File: src/smvm_pkg.sv
// ----------------------------------------------------------------------------
// smvm_pkg: shared types and constants
// Opcodes, configuration register indexes, sequencer states and field widths
// for the sparse matrix times vector block.
// ----------------------------------------------------------------------------
package smvm_pkg;

  // Fixed field widths.
  localparam int unsigned IdxW = 10;
  localparam int unsigned ValW = 32;
  localparam int unsigned LenW = 11;
  localparam int unsigned OpW  = 2;
  localparam int unsigned CfgW = 11;

  // Default store depth.
  localparam int unsigned VectorDepthDefault = 1024;

  // Reset value of the length register.
  localparam logic [LenW-1:0] LengthReset = LenW'(1024);

  // Request opcodes.
  typedef enum logic [OpW-1:0] {
    OP_LOAD  = 2'd0,
    OP_APPLY = 2'd1,
    OP_READ  = 2'd2
  } opcode_e;

  // Configuration register indexes.
  typedef enum logic {
    CFG_TRANSPOSE = 1'b0,
    CFG_LENGTH    = 1'b1
  } cfg_index_e;

  // Sequencer states.
  typedef enum logic [2:0] {
    ST_CLEAR,
    ST_IDLE,
    ST_MUL,
    ST_ACC,
    ST_READ
  } state_e;

endpackage

File: src/smvm_mac.sv
// ----------------------------------------------------------------------------
// smvm_mac: multiply and saturating accumulate
// Registers the full Q32.32 product of an entry and a vector element, then
// truncates it to Q16.16 and adds it to the accumulator with saturation.
// ----------------------------------------------------------------------------
module smvm_mac
  import smvm_pkg::ValW;
(
  input  logic                   clk_i,
  input  logic                   mul_en_i,
  input  logic signed [ValW-1:0] entry_value_i,
  input  logic signed [ValW-1:0] vector_value_i,
  input  logic signed [ValW-1:0] accum_i,
  output logic signed [ValW-1:0] sum_o
);
  import smvm_pkg::*;

  localparam int unsigned ProdW = 2 * ValW;
  localparam logic signed [ProdW-1:0] SatMax = ProdW'(64'sd2147483647);
  localparam logic signed [ProdW-1:0] SatMin = -ProdW'(64'sd2147483648);

  logic signed [ProdW-1:0] prod_q;
  logic signed [ProdW-1:0] prod_d;
  logic signed [ProdW-1:0] sum_wide;

  // Full-precision product, registered before the add.
  assign prod_d = ProdW'(entry_value_i) * ProdW'(vector_value_i);

  always_ff @(posedge clk_i) begin
    if (mul_en_i) begin
      prod_q <= prod_d;
    end
  end

  // Truncate toward minus infinity, add and clamp to the 32-bit range.
  always_comb begin
    sum_wide = ProdW'(accum_i) + (prod_q >>> 16);
    if (sum_wide > SatMax) begin
      sum_o = ValW'(SatMax);
    end else if (sum_wide < SatMin) begin
      sum_o = ValW'(SatMin);
    end else begin
      sum_o = ValW'(sum_wide);
    end
  end

endmodule

File: config.mk
export PLATFORM = sky130hd
export DESIGN_NAME = smvm_mac
export DESIGN_NICKNAME = d
export VERILOG_FILES = /design/src/smvm_pkg.sv /design/src/smvm_mac.sv
export SDC_FILE = /design/constraint.sdc
export NUM_CORES = 2
export LEC_CHECK = 0
export ABC_AREA = 1
export CORE_ASPECT_RATIO = 0.75
export CORE_UTILIZATION = 60
export DETAILED_ROUTE_END_ITERATION = 10
export DONT_BUFFER_PORTS = 1
export HOLD_SLACK_MARGIN = 0.02
export MAX_ROUTING_LAYER = met4
export PLACE_DENSITY = 0.76
export SLEW_MARGIN = 20
export SYNTH_ARGS = -nofsm -noshare
export SYNTH_HDL_FRONTEND = slang
export SYNTH_SLANG_ARGS = --single-unit
File: constraint.sdc
create_clock -name clk_i -period 8.3 [get_ports clk_i]
set_clock_uncertainty 0.2 [all_clocks]
set_input_delay 1.245 -clock clk_i [delete_from_list [all_inputs] [get_ports clk_i]]
set_output_delay 1.245 -clock clk_i [all_outputs]
set_load 0.005 [all_outputs]
# After elaboration in Yosys (flattened, before gate mapping)
# Index checks and enable logic that the tools add are counted.
dict set report op_classes {
  addsub 1
  multipliers 1
  order_cmp 2
  mux 2
}
# op n
set ops {}
lappend ops {{$mul 32x32->64} 1}
lappend ops {{$mux 32} 2}
lappend ops {{$add 32x48->49} 1}
lappend ops {{$gt 49x32->1 const B} 1}
lappend ops {{$lt 49x32->1 const B} 1}
dict set report word_totals {
  register_bits 64
  inputBits 98
  output_inout_bits 32
}

# Depth between registers and ports, before layout
dict set report depth {
  depth_word 4
  ltp_mapped 32
  mapped_depth_nobuf 31
}

# Worst setup path after synthesis
# OpenSTA, ideal clock, no wires.
dict set report synth_timing {
  path_kind {in2reg}
  startpoint {input port entry_value_i[31]}
  endpoint {register prod_q[63] (data pin)}
  setup_time_ps 260
  arrival_time_ps 7966
  path_slack_ps -126
  path_stages 26
  path_buffers 1
  cell_sequence {clkbuf_1 > nand2_1 > inv_1 > fa_1 > inv_1 > fa_1 > inv_1 > fa_1 > fa_1 > inv_1 > fa_1 > inv_1 > fa_1 > inv_1 > fa_1 > inv_1 > fa_1 > ha_1 > a21oi_1 > inv_1 > a31oi_1 > nor2_1 > a2111oi_0 > o211ai_1 > a21o_1 > xnor2_1}
}
dict set report synth_between {
  elab_chain_cells 1
}
# item line
set synth_lines {}
lappend synth_lines {{start, declared} smvm_mac.sv:11} ;# input logic signed [ValW-1:0] entry_value_i,
lappend synth_lines {{$mul 32x32->64} smvm_mac.sv:27} ;# assign prod_d = ProdW'(entry_value_i) * ProdW'(vector_value_i);
lappend synth_lines {{named net prod_d[63]} smvm_mac.sv:23} ;# logic signed [ProdW-1:0] prod_d;
lappend synth_lines {{end signal, assigned} smvm_mac.sv:31} ;# prod_q <= prod_d;
lappend synth_lines {{end, declared} smvm_mac.sv:22} ;# logic signed [ProdW-1:0] prod_q;
# The timed path passes the listed nets, and every way through them passes these cells.
# A chain may end at the register's enable or synchronous reset.

# Worst setup path in the final report
dict set report layout_timing {
  startpoint {input port vector_value_i[8]}
  endpoint {register prod_q[61] (data pin)}
}
dict set report layout_between {
  elab_chain_cells 1
}
# item line
set layout_lines {}
lappend layout_lines {{start, declared} smvm_mac.sv:12} ;# input logic signed [ValW-1:0] vector_value_i,
lappend layout_lines {{$mul 32x32->64} smvm_mac.sv:27}
lappend layout_lines {{named net prod_d[61]} smvm_mac.sv:23}
# The timed path passes the listed nets, and every way through them passes these cells.

==> results.py <==
metrics = {
    "setup_path": {
        "critical_path_arrival_ns": 7.98,
        "crit_top_cell": "fa_1",
        "path_depth": 24,
        "cp_cell_sequence": "nand2_1 > fa_1 > buf_4 > inv_1 > fa_1 > inv_1 > fa_1 > inv_1 > fa_1 > fa_1 > fa_1 > fa_1 > fa_1 > ha_1 > buf_4 > a21oi_1 > inv_1 > a31oi_1 > o21ai_0 > a21oi_1 > nor2_1 > a211oi_1 > nand2_1 > xor2_1",
        "crit_path_max_incr_delay_ns": 0.63,
        "crit_family": "adder cells",
        "critical_path_required_ns": 8.16,
        "cp-end-kind": "register",
        "critPathMaxFanout": 32,
        "setup.worst_path.class": "in2reg",
        "startpoint_type": "input pin",
        "cp_slowest_cell": "fa_1",
        "crit_buf_inv": 6,
    },
    "global_route": {
        "globalRoute.totalOverflow": 0,
        "grt_pass1_vias": 36290,
        "grt_max_degree": 49,
        "grt_pass1_wl_mm": 200.7,
        "antenna_found_initial": 0,
        "grt_use_total_pct": 36.83,
    },
    "sta": {
        "max-slew-margin-rel_pct": 34.62,
        "period_needed_ns": 8.119,
        "setup_viol": 0,
        "tightest_slew_ns": 0.9783,
        "hold_viol": 0,
        "fin_crit_sh_pct": 97.82,
        "report.final.slew_viol_count": 0,
        "rsz0062_at_grt": "no",
        "max_freq_mhz": 123.2,
    },
    "synthesis": {
        "synth_xor_area_share_pct": 1.842,
        "synth_compound_area_share_pct": 3.536,
        "syn_area_um2": 43280,
        "ys_types": 44,
        "synth_common_cells": "inv_1 (1749), nand2_1 (1536), fa_1 (1082), ha_1 (228), nor2_1 (210)",
        "yosysTopAreaCell": "fa_1",
        "synth-adder-area-share_pct": 56.64,
        "synth_top_area_share_pct": 50.05,
        "synth.mux.area_fraction_pct": 0,
        "synth_area_leaders": "fa_1 (50%), inv_1 (15%), nand2_1 (13%), ha_1 (6.6%), edfxtp_1 (3.3%)",
        "synth_top_family_by_area": "adder cells",
        "synth_nets": 7015,
        "synth-edff-count": 48,
        "ys_warn_count": 0,
        "synthCells": 5607,
        "synth_area_per_cell_um2": 7.719,
        "seq_area_frac_synth_pct": 3.330,
        "ys.flop_type": "edfxtp_1",
        "synth-seq-cells": 48,
        "yosys.area_share.simple_pct": 17.50,
        "async_flop_share_pct": 0,
        "synth_most_common_cell": "inv_1",
    },
    "layout": {
        "drive_gt1_share_pct": 2.502,
        "syn2layout_area_growth_pct": 2.353,
        "top_regs": "prod_q x48",
        "regMostFlops": "prod_q",
        "fin_util_pct": 62.63,
        "largest_register_ffs": 48,
        "fin_nets": 6882,
    },
    "route": {
        "vias": 34550,
        "drc": 0,
        "drt_iter0_markers": 3357,
        "routedWlPerCell_um": 19.48,
        "vias_per_cell": 5.380,
        "totalWireLength_mm": 125.1,
        "ant_nets": 0,
        "dr.pass1.iters": 5,
    },
    "place": {
        "port_buffers": 0,
        "finalWeightedCongestion": 1.075,
        "dpl.hpwl_mm": 104.2,
    },
    "floorplan": {
        "top_level_ports": 130,
        "rows": 84,
        "initial_utilization_pct": 61.19,
        "dieArea_um2": 73220,
        "die_w_um": 312.1,
        "core_area_um2": 70730,
        "die_h_um": 234.6,
    },
    "worst_hold_path": {
        "holdPathEnd": "prod_q[23]",
        "hold_depth": 0,
        "hp-class": "in2reg",
        "holdCritStartpoint": "mul_en_i",
    },
    "clocking": {
        "cts_buffers": 5,
        "cts.sinks": 48,
        "ctsHoldBuffers": 0,
        "htreeDepth": 2,
        "path_clk_slew_ns": 0.07,
        "clk_path_buf_depth": 2,
        "cts_tree": "yes",
        "cts_root_buffer": "clkbuf_16",
    },
    "run": {
        "maxCapViolCount": 0,
    },
    "outcome": {
        "outcome": "completed",
    },
}
==> cells by family (layout without fill, tap and decap cells) <==
logic type	count (synthesis)	after routing
and+or+nand+nor	1917	1917
adders and majority gates	1310	1310
AOI/OAI and AO/OA	272	272
buffers and inverters	1969	1837
other	0	1
xor gates and xnor gates	91	91
DFF	48	48
==> per-stage QoR <==
stage | TNS [ns] | instance area (um2) | hold WS [ns] | cells | worst slack (ns)
floorplan | 0 | 43300 | 1.158 | 5607 | 0.01679
global placement | -0.05506 | 44150 | 1.175 | 6413 | -0.05506
detailed placement | -0.07921 | 44150 | 1.174 | 6413 | -0.07644
CTS | 0 | 44300 | 0.8597 | 6421 | 0.2379
global route | 0 | 44300 | 0.8524 | 6421 | 0.005650
finish | 0 | 44300 | 0.8690 | 6422 | 0.1805
==> how the worst max path moves through the flow <==
stage / start / end
after floorplan: entry_value_i[31] / prod_q[63]
after global placement: vector_value_i[8] / prod_q[61]
after detailed placement: vector_value_i[8] / prod_q[61]
after CTS: vector_value_i[8] / prod_q[61]
after global routing: vector_value_i[8] / prod_q[61]
final: vector_value_i[8] / prod_q[61]
==> cell type report <==
cell class	count	area [um2]
Clock inverter	3	21.27
Antenna cell	1	2.502
Fill cell	6238	26430
Inverter	1771	6651
Tap cell	946	1184
Clock buffer	5	125.1
Sequential cell	48	1441
Timing Repair Buffer	58	447.9
Multi-Input combinational cell	3590	34430
==> layout by cell type (no fill, tap or decap), drive strengths merged, types with 58 or more instances in the layout <==
master  netlist  layout
a21oi       139     139
fa         1082    1082
buf           7      58
nand3        63      63
inv        1769    1769
nand2      1541    1541
o21ai        65      65
xor2         62      62
ha          228     228
nor2        229     229
==> per-layer routing <==
layer / vias up / track usage (%) / wire (um)
li1: 15410 / - / -
met1: 17050 / 52.79 / 53360
met2: 1867 / 55.22 / 54400
met3: 225 / 7.021 / 14470
met4: 0 / 7.016 / 2854
met5: - / - / 0
==> what timing repair did <==
action,CTS,global route
resized for setup,0,1
buffers inserted,0,0
setup endpoints to repair,0,1
Power is left out: the tool's default activity adds up to more than one toggle a clock period on the data nets, which glitch-free logic cannot reach.
